==> src/rtl/http_status_and_length_prefixed_deframer_assert.svh <==
// Assertion macros shared by the deframer modules.
// Each macro expects signals named clock and reset in the using module.
`ifndef HTTP_STATUS_AND_LENGTH_PREFIXED_DEFRAMER_ASSERT_SVH
`define HTTP_STATUS_AND_LENGTH_PREFIXED_DEFRAMER_ASSERT_SVH

// Checked only outside reset.
`define HSD_ASSERT(lbl, prop, msg) \
   lbl: assert property (@(posedge clock) disable iff (reset) prop) else $error(msg);

// Checked at every edge, reset included.
`define HSD_ASSERT_ALWAYS(lbl, prop, msg) \
   lbl: assert property (@(posedge clock) prop) else $error(msg);

`endif

==> src/rtl/hsd_pkg.sv <==
// Types and constants for the HTTP status and length-prefixed deframer.
// No dependencies; imported by every deframer module.
package hsd_pkg;

   typedef enum logic [7:0] {
      PH_PREFIX  = 8'b0000_0001,
      PH_VERSION = 8'b0000_0010,
      PH_STATUS  = 8'b0000_0100,
      PH_HEADER  = 8'b0000_1000,
      PH_SPACERS = 8'b0001_0000,
      PH_LENGTH  = 8'b0010_0000,
      PH_PAYLOAD = 8'b0100_0000,
      PH_TERM    = 8'b1000_0000
   } phase_type;

   typedef enum logic [1:0] {
      KIND_STATUS  = 2'd0,
      KIND_PAYLOAD = 2'd1,
      KIND_END     = 2'd2,
      KIND_ERROR   = 2'd3
   } kind_type;

   typedef enum logic [1:0] {
      ERR_PREFIX   = 2'd0,
      ERR_DIGIT    = 2'd1,
      ERR_OVERFLOW = 2'd2,
      ERR_TERM     = 2'd3
   } err_type;

   typedef struct packed {
      kind_type           kind;
      logic [7:0]         data;
      logic signed [15:0] status;
      err_type            err;
      logic               last;
   } result_type;

   localparam logic [7:0]  CHAR_SPACE = 8'h20;
   localparam logic [7:0]  CHAR_CR    = 8'h0D;
   localparam logic [7:0]  CHAR_LF    = 8'h0A;
   localparam logic [7:0]  CHAR_ZERO  = 8'h30;
   localparam logic [7:0]  CHAR_NINE  = 8'h39;
   localparam logic [2:0]  PREFIX_LAST = 3'd4;
   localparam logic [1:0]  STATUS_DIGITS = 2'd3;
   localparam logic [1:0]  HEADER_END_LAST = 2'd3;

   // Characters of the protocol prefix "HTTP/".
   function automatic logic [7:0] prefix_char(input logic [2:0] idx);
      logic [7:0] ch;
      unique case (idx)
         3'd0:    ch = 8'h48;
         3'd1:    ch = 8'h54;
         3'd2:    ch = 8'h54;
         3'd3:    ch = 8'h50;
         3'd4:    ch = 8'h2F;
         default: ch = 8'h00;
      endcase
      return ch;
   endfunction

endpackage

==> src/rtl/hsd_parse.sv <==
// Input word register and parser state for the deframer.
// Depends on hsd_pkg and the deframer assertion macros.
`include "http_status_and_length_prefixed_deframer_assert.svh"

module hsd_parse #(
   parameter int LENGTH_BITS = 32
) (
   input  logic                 clock,
   input  logic                 reset,
   input  logic                 req_valid,
   output logic                 req_stall,
   input  logic [7:0]           req_rx_byte,
   input  logic                 out_ready,
   output logic                 push,
   output hsd_pkg::result_type  push_result
);
   import hsd_pkg::*;

   localparam int PW = LENGTH_BITS + 4;

   logic                   in_valid_ff, in_valid_in;
   logic [7:0]             in_byte_ff;
   logic                   advance, accept;

   phase_type              phase_ff, phase_in;
   logic [2:0]             prefix_index_ff, prefix_index_in;
   logic [15:0]            status_accum_ff, status_accum_in;
   logic [1:0]             status_count_ff, status_count_in;
   logic [1:0]             match_ff, match_in;
   logic [LENGTH_BITS-1:0] length_accum_ff, length_accum_in;
   logic [LENGTH_BITS-1:0] remaining_ff, remaining_in;

   logic                   has_result;
   result_type             result;
   logic [7:0]             b;
   logic [LENGTH_BITS-1:0] len_src;
   logic [PW-1:0]          len_wide;
   logic [PW-1:0]          len_next;
   logic [LENGTH_BITS-1:0] rem_dec;
   logic [7:0]             hdr_expect;

   assign advance   = in_valid_ff && out_ready;
   assign req_stall = in_valid_ff && !out_ready;
   assign accept    = req_valid && !req_stall;
   assign in_valid_in = accept ? 1'b1 : (advance ? 1'b0 : in_valid_ff);

   assign b = in_byte_ff;
   // A length line entered from the spacer phase starts from zero.
   assign len_src  = (phase_ff == PH_SPACERS) ? '0 : length_accum_ff;
   assign len_wide = {4'b0000, len_src};
   assign len_next = (len_wide << 3) + (len_wide << 1)
                   + {{(PW-4){1'b0}}, 4'(b - CHAR_ZERO)};
   assign rem_dec  = remaining_ff - {{(LENGTH_BITS-1){1'b0}}, 1'b1};
   assign hdr_expect = match_ff[0] ? CHAR_LF : CHAR_CR;

   always_comb begin
      phase_in        = phase_ff;
      prefix_index_in = prefix_index_ff;
      status_accum_in = status_accum_ff;
      status_count_in = status_count_ff;
      match_in        = match_ff;
      length_accum_in = length_accum_ff;
      remaining_in    = remaining_ff;
      has_result      = 1'b0;
      result          = '0;

      unique case (phase_ff)
         PH_PREFIX: begin
            if (prefix_index_ff > PREFIX_LAST || b != prefix_char(prefix_index_ff)) begin
               has_result  = 1'b1;
               result.kind = KIND_ERROR;
               result.err  = ERR_PREFIX;
            end else if (prefix_index_ff == PREFIX_LAST) begin
               prefix_index_in = '0;
               phase_in        = PH_VERSION;
            end else begin
               prefix_index_in = prefix_index_ff + 3'd1;
            end
         end
         PH_VERSION: begin
            if (b == CHAR_SPACE) begin
               status_accum_in = '0;
               status_count_in = '0;
               phase_in        = PH_STATUS;
            end
         end
         PH_STATUS: begin
            // No digit check: any byte is folded in, modulo 2^16.
            status_accum_in = (status_accum_ff << 3) + (status_accum_ff << 1)
                            + {8'h00, b} - {8'h00, CHAR_ZERO};
            if (status_count_ff == STATUS_DIGITS - 2'd1) begin
               status_count_in = '0;
               match_in        = '0;
               phase_in        = PH_HEADER;
            end else begin
               status_count_in = status_count_ff + 2'd1;
            end
         end
         PH_HEADER: begin
            if (b == hdr_expect) begin
               if (match_ff == HEADER_END_LAST) begin
                  match_in      = '0;
                  phase_in      = PH_SPACERS;
                  has_result    = 1'b1;
                  result.kind   = KIND_STATUS;
                  result.status = status_accum_ff;
               end else begin
                  match_in = match_ff + 2'd1;
               end
            end else begin
               match_in = (b == CHAR_CR) ? 2'd1 : 2'd0;
            end
         end
         PH_SPACERS, PH_LENGTH: begin
            if (phase_ff == PH_SPACERS && b == CHAR_SPACE) begin
               phase_in = PH_SPACERS;
            end else if (b == CHAR_LF) begin
               remaining_in    = len_src;
               length_accum_in = '0;
               phase_in        = (len_src == '0) ? PH_TERM : PH_PAYLOAD;
            end else if (b < CHAR_ZERO || b > CHAR_NINE) begin
               has_result  = 1'b1;
               result.kind = KIND_ERROR;
               result.err  = ERR_DIGIT;
            end else if (len_next[PW-1:LENGTH_BITS] != 4'b0000) begin
               has_result  = 1'b1;
               result.kind = KIND_ERROR;
               result.err  = ERR_OVERFLOW;
            end else begin
               length_accum_in = len_next[LENGTH_BITS-1:0];
               phase_in        = PH_LENGTH;
            end
         end
         PH_PAYLOAD: begin
            remaining_in = rem_dec;
            if (rem_dec == '0) begin
               phase_in = PH_TERM;
            end
            has_result  = 1'b1;
            result.kind = KIND_PAYLOAD;
            result.data = b;
         end
         PH_TERM: begin
            has_result = 1'b1;
            if (b != CHAR_LF) begin
               result.kind = KIND_ERROR;
               result.err  = ERR_TERM;
            end else begin
               phase_in    = PH_SPACERS;
               result.kind = KIND_END;
               result.last = 1'b1;
            end
         end
         default: begin
            phase_in = PH_PREFIX;
         end
      endcase

      // Every error puts the whole parser back to its reset state.
      if (has_result && result.kind == KIND_ERROR) begin
         phase_in        = PH_PREFIX;
         prefix_index_in = '0;
         status_accum_in = '0;
         status_count_in = '0;
         match_in        = '0;
         length_accum_in = '0;
         remaining_in    = '0;
      end
   end

   assign push        = advance && has_result;
   assign push_result = result;

   always_ff @(posedge clock) begin
      if (accept) begin
         in_byte_ff <= req_rx_byte;
      end
   end

   always_ff @(posedge clock) begin
      if (reset) begin
         in_valid_ff     <= 1'b0;
         phase_ff        <= PH_PREFIX;
         prefix_index_ff <= '0;
         status_accum_ff <= '0;
         status_count_ff <= '0;
         match_ff        <= '0;
         length_accum_ff <= '0;
         remaining_ff    <= '0;
      end else begin
         in_valid_ff <= in_valid_in;
         if (advance) begin
            phase_ff        <= phase_in;
            prefix_index_ff <= prefix_index_in;
            status_accum_ff <= status_accum_in;
            status_count_ff <= status_count_in;
            match_ff        <= match_in;
            length_accum_ff <= length_accum_in;
            remaining_ff    <= remaining_in;
         end
      end
   end

   `HSD_ASSERT(prefix_index_in_range, prefix_index_ff <= PREFIX_LAST, "prefix index past prefix")
   `HSD_ASSERT(match_only_in_header, phase_ff != PH_HEADER |-> match_ff == 2'd0, "stale match")
   `HSD_ASSERT(payload_never_empty, phase_ff == PH_PAYLOAD |-> remaining_ff != '0, "empty payload")
   `HSD_ASSERT(count_only_in_status, phase_ff != PH_STATUS |-> status_count_ff == 2'd0, "stale count")

endmodule

==> src/rtl/hsd_outreg.sv <==
// Result register of the deframer: holds one result word until taken.
// Depends on hsd_pkg and the deframer assertion macros.
`include "http_status_and_length_prefixed_deframer_assert.svh"

module hsd_outreg (
   input  logic                 clock,
   input  logic                 reset,
   input  logic                 push,
   input  hsd_pkg::result_type  push_result,
   output logic                 out_ready,
   output logic                 rsp_valid,
   input  logic                 rsp_stall,
   output hsd_pkg::result_type  rsp_result
);
   import hsd_pkg::*;

   logic       valid_ff, valid_in;
   result_type result_ff;

   assign out_ready  = !valid_ff || !rsp_stall;
   assign valid_in   = push ? 1'b1 : (valid_ff && rsp_stall);
   assign rsp_valid  = valid_ff;
   assign rsp_result = result_ff;

   always_ff @(posedge clock) begin
      if (push) begin
         result_ff <= push_result;
      end
   end

   always_ff @(posedge clock) begin
      if (reset) begin
         valid_ff <= 1'b0;
      end else begin
         valid_ff <= valid_in;
      end
   end

   `HSD_ASSERT(no_overwrite, push |-> out_ready, "result word overwritten while stalled")
   `HSD_ASSERT(last_marks_end, valid_ff |-> (result_ff.last == (result_ff.kind == KIND_END)), "last flag disagrees with kind")
   `HSD_ASSERT_ALWAYS(empty_after_reset, reset |=> !valid_ff, "result valid after reset")

endmodule

==> src/rtl/http_status_and_length_prefixed_deframer.sv <==
// Each accepted byte is registered; its result word, if any, then in the output register.
// Throughput: one byte per cycle while rsp_stall is low; under stall the input
// register takes one more byte while a result word waits in the output register.
// Each byte is handled by one pass of the parser between those two registers.
// Synchronous active-high reset returns the parser to the "HTTP/" prefix and
// empties both registers.
module http_status_and_length_prefixed_deframer #(
   parameter int LENGTH_BITS = 32
) (
   input  logic               clock,
   input  logic               reset,
   input  logic               req_valid,
   output logic               req_stall,
   input  logic [7:0]         req_rx_byte,
   output logic               rsp_valid,
   input  logic               rsp_stall,
   output logic [1:0]         rsp_out_kind,
   output logic [7:0]         rsp_out_byte,
   output logic signed [15:0] rsp_status_code,
   output logic [1:0]         rsp_error_code,
   output logic               rsp_last
);
   import hsd_pkg::*;

   logic       out_ready;
   logic       push;
   result_type push_result;
   result_type rsp_result;

   hsd_parse #(
      .LENGTH_BITS (LENGTH_BITS)
   ) u_parse (
      .clock       (clock),
      .reset       (reset),
      .req_valid   (req_valid),
      .req_stall   (req_stall),
      .req_rx_byte (req_rx_byte),
      .out_ready   (out_ready),
      .push        (push),
      .push_result (push_result)
   );

   hsd_outreg u_outreg (
      .clock       (clock),
      .reset       (reset),
      .push        (push),
      .push_result (push_result),
      .out_ready   (out_ready),
      .rsp_valid   (rsp_valid),
      .rsp_stall   (rsp_stall),
      .rsp_result  (rsp_result)
   );

   assign rsp_out_kind    = rsp_result.kind;
   assign rsp_out_byte    = rsp_result.data;
   assign rsp_status_code = rsp_result.status;
   assign rsp_error_code  = rsp_result.err;
   assign rsp_last        = rsp_result.last;

endmodule
==> config.mk <==
export PLATFORM = sky130hd
export DESIGN_NAME = http_status_and_length_prefixed_deframer
export DESIGN_NICKNAME = d
export VERILOG_FILES = /design/src/rtl/hsd_pkg.sv /design/src/rtl/hsd_parse.sv /design/src/rtl/hsd_outreg.sv /design/src/rtl/http_status_and_length_prefixed_deframer.sv
export VERILOG_INCLUDE_DIRS = /design/src /design/src/rtl
export SDC_FILE = /design/constraint.sdc
export NUM_CORES = 1
export LEC_CHECK = 0
export BUFFER_PORTS_ARGS = -buffer_cell sky130_fd_sc_hd__buf_2
export CAP_MARGIN = 30
export CORE_ASPECT_RATIO = 1.2
export CORE_MARGIN = 1.5
export CORE_UTILIZATION = 40
export CTS_CLUSTER_DIAMETER = 50
export DETAILED_ROUTE_END_ITERATION = 16
export PLACE_DENSITY = 0.61
export SYNTH_ARGS = -nofsm -noshare
export SYNTH_HDL_FRONTEND = slang
export SYNTH_SLANG_ARGS = --single-unit
==> constraint.sdc <==
create_clock -name clock -period 5.1 [get_ports clock]
set_input_delay 0 -clock clock [delete_from_list [all_inputs] [get_ports clock]]
set_output_delay 0 -clock clock [all_outputs]
set_load 0.01 [all_outputs]
**Word level (Yosys, flattened, before mapping)**

Index checks and enable logic that the tools add are counted.

- Register bits after elaboration: 134
- Input bits: 12
- Word-level logic and storage cells: 170

- Add/sub/neg operators: 10
- Order comparisons: 3
- Eq/ne operators: 37
- Multiplexer cells: 71
- Reductions and logical operators: 34

Operators by type and width:

| kind | count |
|---|---|
| two-way mux 32 bit | 10 |
| two-way mux 8 bit | 15 |
| logical NOT 32 bit | 2 |
| case mux 32 bit (2 select lines) | 1 |
| case mux 8 bit (7 select lines) | 1 |
| adder 35 x 33 -> 36 bit | 1 |
| adder 36 x 4 -> 36 bit | 1 |
| two-way mux 2 bit | 17 |
| two-way mux 16 bit | 2 |
| case mux 16 bit (2 select lines) | 1 |
| subtractor 32 x 1 -> 32 bit, second input constant | 1 |
| case mux 7 bit (4 select lines) | 1 |
| equality test 8 x 4 -> 1 bit, second input constant | 3 |
| inequality test 3 x 1 -> 1 bit, second input constant | 7 |
| adder 16 bit | 1 |
| adder 16 x 8 -> 16 bit | 1 |
| equality test 8 x 6 -> 1 bit, second input constant | 2 |
| subtractor 16 x 6 -> 16 bit, second input constant | 1 |
| two-way mux 3 bit | 5 |
| two-way mux 1 bit | 13 |
| case mux 2 bit (2 select lines) | 3 |
| AND reduction 3 bit | 4 |
| AND reduction 11 bit | 1 |
| inequality test 5 x 3 -> 1 bit, second input constant | 2 |
| 34 further kinds | 59 |

**Longest topological paths before layout**

Gate-level depths: netlist of the first run.

- Word-level depth: 14
- Depth in mapped cells: 21
- Gate-level depth less buffers: 16

**Hierarchy**

A second synthesis of the first run with hierarchy kept.

- Cell total of the unflattened synthesis: 1211
- Area total of the unflattened synthesis: 10176.0 um^2

Modules (own cells, without submodules):

| module | times used | cells an instance | area each (um^2) | sequential area each (um^2) |
|---|---|---|---|---|
| hsd_parse | 1 | 1178 | 9272.6 | 2162.1 |
| hsd_outreg | 1 | 33 | 903.4 | 890.9 |

**Least setup slack after synthesis of the first run**

Ideal clock, no wire load.

- Kind: register -> register
- Start: register u_parse.phase_ff[2]
- End: register u_outreg.result_ff, in the netlist u_outreg.rsp_result[0] (enable)
- Library setup time: 0.415 ns
- Arrival time: 4.928 ns
- Required time: 4.685 ns
- Path slack: -0.243 ns
- Stages on the path, launching flop included: 18
- Buffers on the path: 2
- Clock period less this slack: 5.343 ns
- Cell sequence: dfxtp_1 > nor2_1 > nand4_1 > clkbuf_1 > clkbuf_1 > and2_1 > ha_1 > ha_1 > a211oi_1 > o21a_2 > o21ai_0 > a31o_2 > a41oi_1 > mux2_2 > nand4_4 > a21boi_0 > and4_1 > nor2_1

- Longest elaborated chain between the ends: 11
- Elaborated cells between the ends (all ways): 19
- Classes of those cells: add/sub (2); eq/ne (6); mux (6); reduce/logical (5)

RTL lines:

| item | line | RTL |
|---|---|---|
| start: declaration | hsd_parse.sv:25 | `phase_type phase_ff, phase_in;` |
| start signal: assignment | hsd_parse.sv:193 | `phase_ff <= phase_in;` |
| equality test 8 x 5 -> 1 bit | hsd_parse.sv:49, hsd_parse.sv:67, hsd_parse.sv:115 |  |
| two-way mux 32 bit | hsd_parse.sv:49 | `assign len_src = (phase_ff == PH_SPACERS) ? '0 : length_accum_ff;` |
| adder 35 x 33 -> 36 bit | hsd_parse.sv:51 | `assign len_next = (len_wide << 3) + (len_wide << 1)` |
| adder 36 x 4 -> 36 bit | hsd_parse.sv:52 | `+ {{(PW-4){1'b0}}, 4'(b - CHAR_ZERO)};` |
| nonzero test 4 bit | hsd_parse.sv:125 | `end else if (len_next[PW-1:LENGTH_BITS] != 4'b0000) begin` |
| two-way mux 1 bit | hsd_parse.sv:125 |  |
| two-way mux 1 bit | hsd_parse.sv:121 | `end else if (b < CHAR_ZERO \|\| b > CHAR_NINE) begin` |
| two-way mux 1 bit | hsd_parse.sv:117 | `end else if (b == CHAR_LF) begin` |
| two-way mux 1 bit | hsd_parse.sv:115 | `if (phase_ff == PH_SPACERS && b == CHAR_SPACE) begin` |
| case mux 1 bit (4 select lines) (*) | hsd_parse.sv:67 | `unique case (phase_ff)` |
| logical AND 1 bit (*) | hsd_parse.sv:171 | `assign push = advance && has_result;` |
| named net push | http_status_and_length_prefixed_deframer.sv:26 | `logic push;` |
| end signal: assignment | hsd_outreg.sv:27 | `result_ff <= push_result;` |
| end: declaration | hsd_outreg.sv:18 | `result_type result_ff;` |

The timed path passes the listed nets; every way through them passes the cells marked *.
A chain may end at the register's enable or synchronous reset.

**Final worst setup path of the first run**

- Start: register u_parse.phase_ff[4]
- End: register u_outreg.result_ff, in the netlist u_outreg.rsp_result[16] (enable)

Same word-level chain as after synthesis.

==> out/results.tsv, run 1 <==
metric	value	unit
firstDrtPassIters	5	
drive_gt1_share	9.752	%
critPathCaptureType	flip-flop	
clockRootBuffer	clkbuf_16	
die_h	175.8	um
hold_viol_final	0	
antenna_found_initial	0	
endpoint	u_outreg.rsp_result[16]$_SDFFCE_PN0P_	
multi_input_area	6435	sq um
dp.cells	1533	
ys_top_cells_by_area	dfxtp_1 20%, ha_1 13%, edfxtp_1 11%	
relSlewSlack	30.39	%
yosysWarnings	0	
num-fill-cells	2488	
final_cell_count_no_fill	1576	
maxSlewViolCount	0	
pwr_density_cell	217.4	nW/um^2
dieArea	25840	sq um
synthFlopType	dfxtp_1	
synth_cell_type_count	77	
status	finished, final reports clean	
track_usage	22.59	%
synthToLayoutAreaGrowth	11.68	%
core_area	24590	sq um
rows	63	
grt_overflow	0	
die-width	147.0	um
io_pins	43	
ys_seq_area_share	30.68	%
worst_pin_slew	1.040	ns
startpoint	u_parse.phase_ff[4]$_SDFFE_PP0P_	
path_class	flip-flop to flip-flop	
syn-cell-area	9951	sq um
dr.first_iter.drc_count	680	
rr_startpoint	u_parse.phase_ff[4]$_SDFFE_PP0P_	
ant_nets	0	
num_vias	9108	
fmax	0.2072	GHz
setup_ws	0.2727	ns
syn_avg_cell_area	8.272	sq um
synth_edf_count	37	
cts_buffer_depth	2	
routedWlPerCell	18.16	um
power.total	2.416	mW
cp_data_required_time	5.24	ns
async_flop_share	0	%
diodes	0	
yosysMostFrequentCell	nand2_1	
synth.ff_latch_count	134	
grt_first_pass_wirelength	46190	um
tns	0	ns
syn_inst	1203	
post-dp-hpwl	21730	um
hp-class	primary input to flip-flop	
reg2regPathDepth	16	
routabilityCongestion	0.9208	
rr_endpoint	u_outreg.rsp_result[16]$_SDFFCE_PN0P_	
preCtsSetupSlack	0.3714	ns
clock_sinks	134	
grt_pass1_vias	8893	
regArea	3053	sq um
p_leak	4.647	nW
cts_buffers	17	
peakVddDrop	0.0002043	V
period_share	94.65	%
setup_viol_count_final	0	
cap_violations	0	
yosys.area.top_type	dfxtp_1	
post_cts_buffers	0	
synth_commonest_cells	126 x nand2_1, 105 x ha_1, 97 x dfxtp_1	
nNetsFinal	1362	
drc_errors	0	
path_clk_slew	0.06	ns
io_buffers	42	
cp-start-kind	flip-flop	
cts_tree	done	
vias_per_cell	5.779	
rsz0062_at_grt	false	
yosysTopAreaCellShare	19.51	%
insertion_delay	0.43	ns
path_max_fanout	33	
r2r_setup_slack	0.27	ns
synth.net_count	1327	
initial_core_util	40.46	%
routed_wl	28630	um
htree_levels	4	
cp.arrival	4.96	ns
post-route-min-period	4.827	ns
fin_skew	0.009579	ns
grt_max_degree	34	
how the worst min path moves through the flow:
stage | start | to | depth (start not counted)
global placement | req_rx_byte[5] | u_parse.b[5]$_DFFE_PP_ | 1
floorplan | req_rx_byte[0] | u_parse.b[0]$_DFFE_PP_ | 0
finish | reset | u_parse.phase_ff[6]$_SDFFE_PP0P_ | 2
global route | reset | u_parse.phase_ff[2]$_SDFFE_PP0P_ | 2
CTS | reset | u_parse.phase_ff[3]$_SDFFE_PP0P_ | 2
detailed placement | req_rx_byte[3] | u_parse.b[3]$_DFFE_PP_ | 1
registers in the layout, summed over array words and instances, names as in the netlist:
register                 flops
u_parse.status_accum_ff     16
u_parse.in_valid_ff          1
u_parse.b                    8
u_parse.remaining_ff        32
u_parse.match_ff             2
u_outreg.rsp_valid           1
u_outreg.rsp_result         29
u_parse.prefix_index_ff      3
u_parse.phase_ff             8
u_parse.length_accum_ff     32
u_parse.status_count_ff      2
per-stage QoR:
| step | hold slack [ns] | util (%) | instance area, sq um |
|---|---|---|---|
| floorplan | 0.09887 | - | 9953 |
| global placement | 0.1772 | 42.55 | 10460 |
| detailed placement | 0.1792 | 42.55 | 10460 |
| CTS | 0.07956 | 45.17 | 11110 |
| global route | 0.1219 | 45.19 | 11110 |
| finish | 0.08007 | 45.19 | 11110 |
final cells by class:
cell class / instances / area share (%)
Multi-Input combinational cell: 951 / 57.90
Sequential cell: 134 / 27.47
Timing Repair Buffer: 69 / 3.963
Clock buffer: 18 / 3.862
Tap cell: 325 / 3.659
Inverter: 65 / 2.195
Clock inverter: 14 / 0.9457
placed cells by master, fill, tap and decap left out, types with 17 or more instances in the layout:
cell,count
buf_2,42
nand4_1,21
clkbuf_16,17
o21ai_0,86
inv_1,65
xor2_1,29
nand3_1,32
a21o_1,17
nand2_1,126
nor2_1,90
nor4_1,23
a21oi_1,81
nor3_1,33
and2_1,43
edfxtp_1,37
dfxtp_1,97
xnor2_1,33
ha_1,105
critical path, stage by stage, from the launching register on:
cell,delay [ns]
dfxtp_1,0.38
nor2b_1,0.23
nand4_1,0.16
buf_4,0.26
and2_1,0.23
ha_1,0.28
ha_1,0.39
a21oi_1,0.31
o211ai_1,0.15
a211oi_1,0.51
nor2_1,0.14
o31ai_4,0.35
nand4_4,0.17
a21boi_0,0.36
and4_1,0.29
nor2_2,0.04
buf_4,0.25
routing by layer:
layer | vias to the layer above | track usage [%] | share of wire [%] | wire (um)
met1 | 4283 | 27.60 | 43 | 12190
met5 | - | 0 | 0 | 0
li1 | 4460 | - | - | -
met3 | 64 | 3.558 | 5.2 | 1491
met2 | 301 | 39.03 | 49 | 13930
met4 | 0 | 10.25 | 3.5 | 1014
kinds of logic after synthesis:
logic type      after synthesis  share of synthesized area (%)
xor+xnor                     62                          5.457
flops                       134                          30.68
mux                           5                         0.5155
compound gates              322                          20.95
buf+inv                     118                          4.841
simple gates                450                          22.95
fa+ha+maj                   112                          14.61
power by group:
part	internal (mW)	switching, mW	total, mW
registers	1.11	0.0135	1.13
logic	0.0627	0.110	0.173
clock network	0.624	0.492	1.12
repair_timing:
action,in CTS,in global routing
hold buffers,11,0
endpoints found under the setup margin,0,14
endpoints found under the hold margin,10,0
gates resized for setup,0,1
No activity file was read; power rests on OpenSTA's default activity.
==> run 2, diff against run 1 <==
--- a/config.mk
+++ b/config.mk
@@ -8,7 +8,6 @@
 export LEC_CHECK = 0
 export BUFFER_PORTS_ARGS = -buffer_cell sky130_fd_sc_hd__buf_2
 export CAP_MARGIN = 30
-export CORE_ASPECT_RATIO = 1.2
 export CORE_MARGIN = 1.5
 export CORE_UTILIZATION = 40
 export CTS_CLUSTER_DIAMETER = 50
==> run 2 against run 1 <==
  * Worst setup slack better by 0.11 ns
  * Count of clock-buffer cells in the layout decreased by 1
  * Die area about the same
  * Sequential power barely moved
  * Critical path depth rose by 1
  * First-iteration DRC count increased by 27%
  * Largest power group is now clock
  * Non-clock buffer count is 3 higher
  * Final cell count increased by 0.13%
  * Clock power rose by 18%
  * Sequential share of layout area fell by 0.27 points
  * Critical path type unchanged
  * Maximum frequency is 2.4% higher
==> out/results.tsv, run 2 (synthesis results as in run 1) <==
metric	value	unit	change
rr_endpoint	u_outreg.rsp_result[21]$_SDFFCE_PN0P_		
grt_pass1_vias	8636		-2.9%
final_cell_mix	126 x nand2_1, 105 x ha_1, 97 x dfxtp_1, 90 x nor2_1, 86 x o21ai_0		
grt_max_degree	34		unchanged
htree_levels	4		unchanged
rr_startpoint	u_parse.phase_ff[4]$_SDFFE_PP0P_		
layout_commonest_cell	nand2_1		
hold_viol_final	0		unchanged
rows	57		-9.5%
holdPathStages	2		unchanged
routed_wl	28140	um	-1.7%
cts_buffers	17		unchanged
peakVddDrop	0.0001812	V	-11%
path_class	flip-flop to flip-flop		
cp_slowest_cell	mux2_2		
initial_core_util	40.80	%	+0.34 points
pwr_density_cell	233.6	nW/um^2	+7.5%
routedWlPerCell	17.83	um	-1.8%
path_max_fanout	33		unchanged
insertion_delay	0.44	ns	about the same
cp_data_required_time	5.22	ns	-0.02 ns
path_delay_family	compound AO/OA/AOI/OAI gates		
period_share	92.47	%	-2.2 points
power.total	2.622	mW	+8.5%
critPathCaptureType	flip-flop		
hp-start	reset		
io_pins	43		unchanged
p_leak	4.710	nW	+1.4%
r2r_setup_slack	0.38	ns	+0.11 ns
grt_overflow	0		unchanged
maxSlewViolCount	0		unchanged
cap_violations	0		unchanged
grt_first_pass_wirelength	45910	um	-0.60%
status	finished, final reports clean		
core_area	24390	sq um	-0.82%
cp_num_buf_inv	2		unchanged
holdPathEnd	u_parse.phase_ff[2]$_SDFFE_PP0P_		
relSlewSlack	35.56	%	+5.2 points
drc_errors	0		unchanged
worstPathCellList	nor2b_1 > nand4_1 > buf_4 > and2_1 > ha_1 > ha_1 > a21oi_1 > o2111a_1 > o21ai_0 > a31o_2 > a41oi_1 > mux2_2 > nand4_4 > a21boi_0 > and4_1 > nor2_2 > buf_4		
drive_gt1_share	10.05	%	+0.30 points
fmax	0.2120	GHz	+2.4%
fin_skew	0.01356	ns	+0.003983 ns
vias_per_cell	5.763		-0.28%
clock_sinks	134		unchanged
die-width	160.7	um	+9.4%
ant_nets	0		unchanged
antenna_found_initial	0		unchanged
nNetsFinal	1365		+0.22%
post_cts_buffers	0		unchanged
cp.arrival	4.83	ns	-0.13 ns
tns	0	ns	unchanged
worst_pin_slew	0.9642	ns	-0.07606 ns
slowest_delay	0.41	ns	-0.10 ns
setup_viol_count_final	0		unchanged
synthToLayoutAreaGrowth	12.77	%	
diodes	0		unchanged
firstDrtPassIters	6		+1
dieArea	25830	sq um	about the same
path_clk_slew	0.07	ns	about the same
die_h	160.7	um	-8.6%
cts_buffer_depth	2		unchanged
io_buffers	42		unchanged
clockRootBuffer	clkbuf_16		
track_usage	22.29	%	-0.30 points
hp-class	primary input to flip-flop		
post-route-min-period	4.716	ns	-0.1111 ns
cts_tree	done		
rsz0062_at_grt	false		
routabilityCongestion	0.9364		+1.7%
dr.first_iter.drc_count	861		+27%
cp-start-kind	flip-flop		
num-fill-cells	2430		-2.3%
num_vias	9094		-0.15%
postCtsResizedCells	0		unchanged
reg2regPathDepth	17		+1
post-dp-hpwl	21100	um	-2.9%
-- run 2: cell count changes in the layout (fill, tap and decap cells not counted), sizes merged --
cell,change
clkinv,-6
clkbuf,-1
buf,+3
inv,+7
clkinvlp,-2
bufinv,+2
-- run 2: how the worst max path moves through the flow --
stage,startpoint,end,slack (ns),cells after the start
3_3_place_gp,u_parse.phase_ff[4]$_SDFFE_PP0P_,u_outreg.rsp_result[10]$_SDFFCE_PN0P_,0.51,17
2_1_floorplan,u_parse.phase_ff[2]$_SDFFE_PP0P_,u_outreg.rsp_result[0]$_SDFFCE_PP0P_,0.24,17
6_report,u_parse.phase_ff[4]$_SDFFE_PP0P_,u_outreg.rsp_result[21]$_SDFFCE_PN0P_,0.38,17
5_1_grt,u_parse.phase_ff[4]$_SDFFE_PP0P_,u_outreg.rsp_result[21]$_SDFFCE_PN0P_,0.11,17
4_1_cts,u_parse.phase_ff[4]$_SDFFE_PP0P_,u_outreg.rsp_result[21]$_SDFFCE_PN0P_,0.40,17
3_5_place_dp,u_parse.phase_ff[4]$_SDFFE_PP0P_,u_outreg.rsp_result[18]$_SDFFCE_PN0P_,0.42,17
-- run 2: worst register-to-register path, stage by stage (launching register included) --
cell and delay, ns:
dfxtp_1 0.40, nor2b_1 0.23, nand4_1 0.13, buf_4 0.26
and2_1 0.26, ha_1 0.30, ha_1 0.37, a21oi_1 0.28
o2111a_1 0.21, o21ai_0 0.14, a31o_2 0.27, a41oi_1 0.20
mux2_2 0.41, nand4_4 0.10, a21boi_0 0.14, and4_1 0.26
nor2_2 0.12, buf_4 0.29
-- run 2: metrics by stage --
step | hold slack (ns) | std cells | instance area, sq um | utilization, % | setup slack (ns)
floorplan | 0.09887 | 1203 | 9953 | - | 0.2356
global placement | 0.1771 | 1534 | 10480 | 42.96 | 0.5091
detailed placement | 0.1787 | 1535 | 10490 | 43.00 | 0.4244
CTS | 0.03668 | 1578 | 11220 | 46.01 | 0.4042
global route | 0.07993 | 1578 | 11220 | 46.01 | 0.1143
finish | 0.04266 | 1578 | 11220 | 46.01 | 0.3839
-- run 2: cell type report --
class / count / area, sq um / area share (%)
inverters: 65 / 244.0 / 2.174
repair buffers: 72 / 466.7 / 4.159
clock buffers: 17 / 425.4 / 3.791
clock inverters: 15 / 197.7 / 1.762
flip-flops and latches: 134 / 3053 / 27.20
multi-input cells: 951 / 6430 / 57.30
well taps: 324 / 405.4 / 3.612
-- run 2: where the power goes --
group          internal [mW]  switching [mW]  total, mW  leakage [nW]
registers               1.11          0.0138       1.13          1.12
logic                 0.0644           0.108      0.172          3.28
clock network          0.751           0.573       1.32         0.303
total                   1.93           0.694       2.62          4.71
-- run 2: metal layers --
layer  track usage [%]  part of all wire [%]  vias to the layer above
met2             35.14                    45                      252
li1                  -                     -                     4447
met3             3.487                   5.2                       28
met1             32.00                    49                     4367
met5                 0                     0                        -
met4             5.093                   1.2                        0
-- run 2: repair_timing --
item                                    in CTS  in global routing
hold endpoints to repair                    10                  0
hold buffers                                11                  0
endpoints found under the setup margin       0                  0
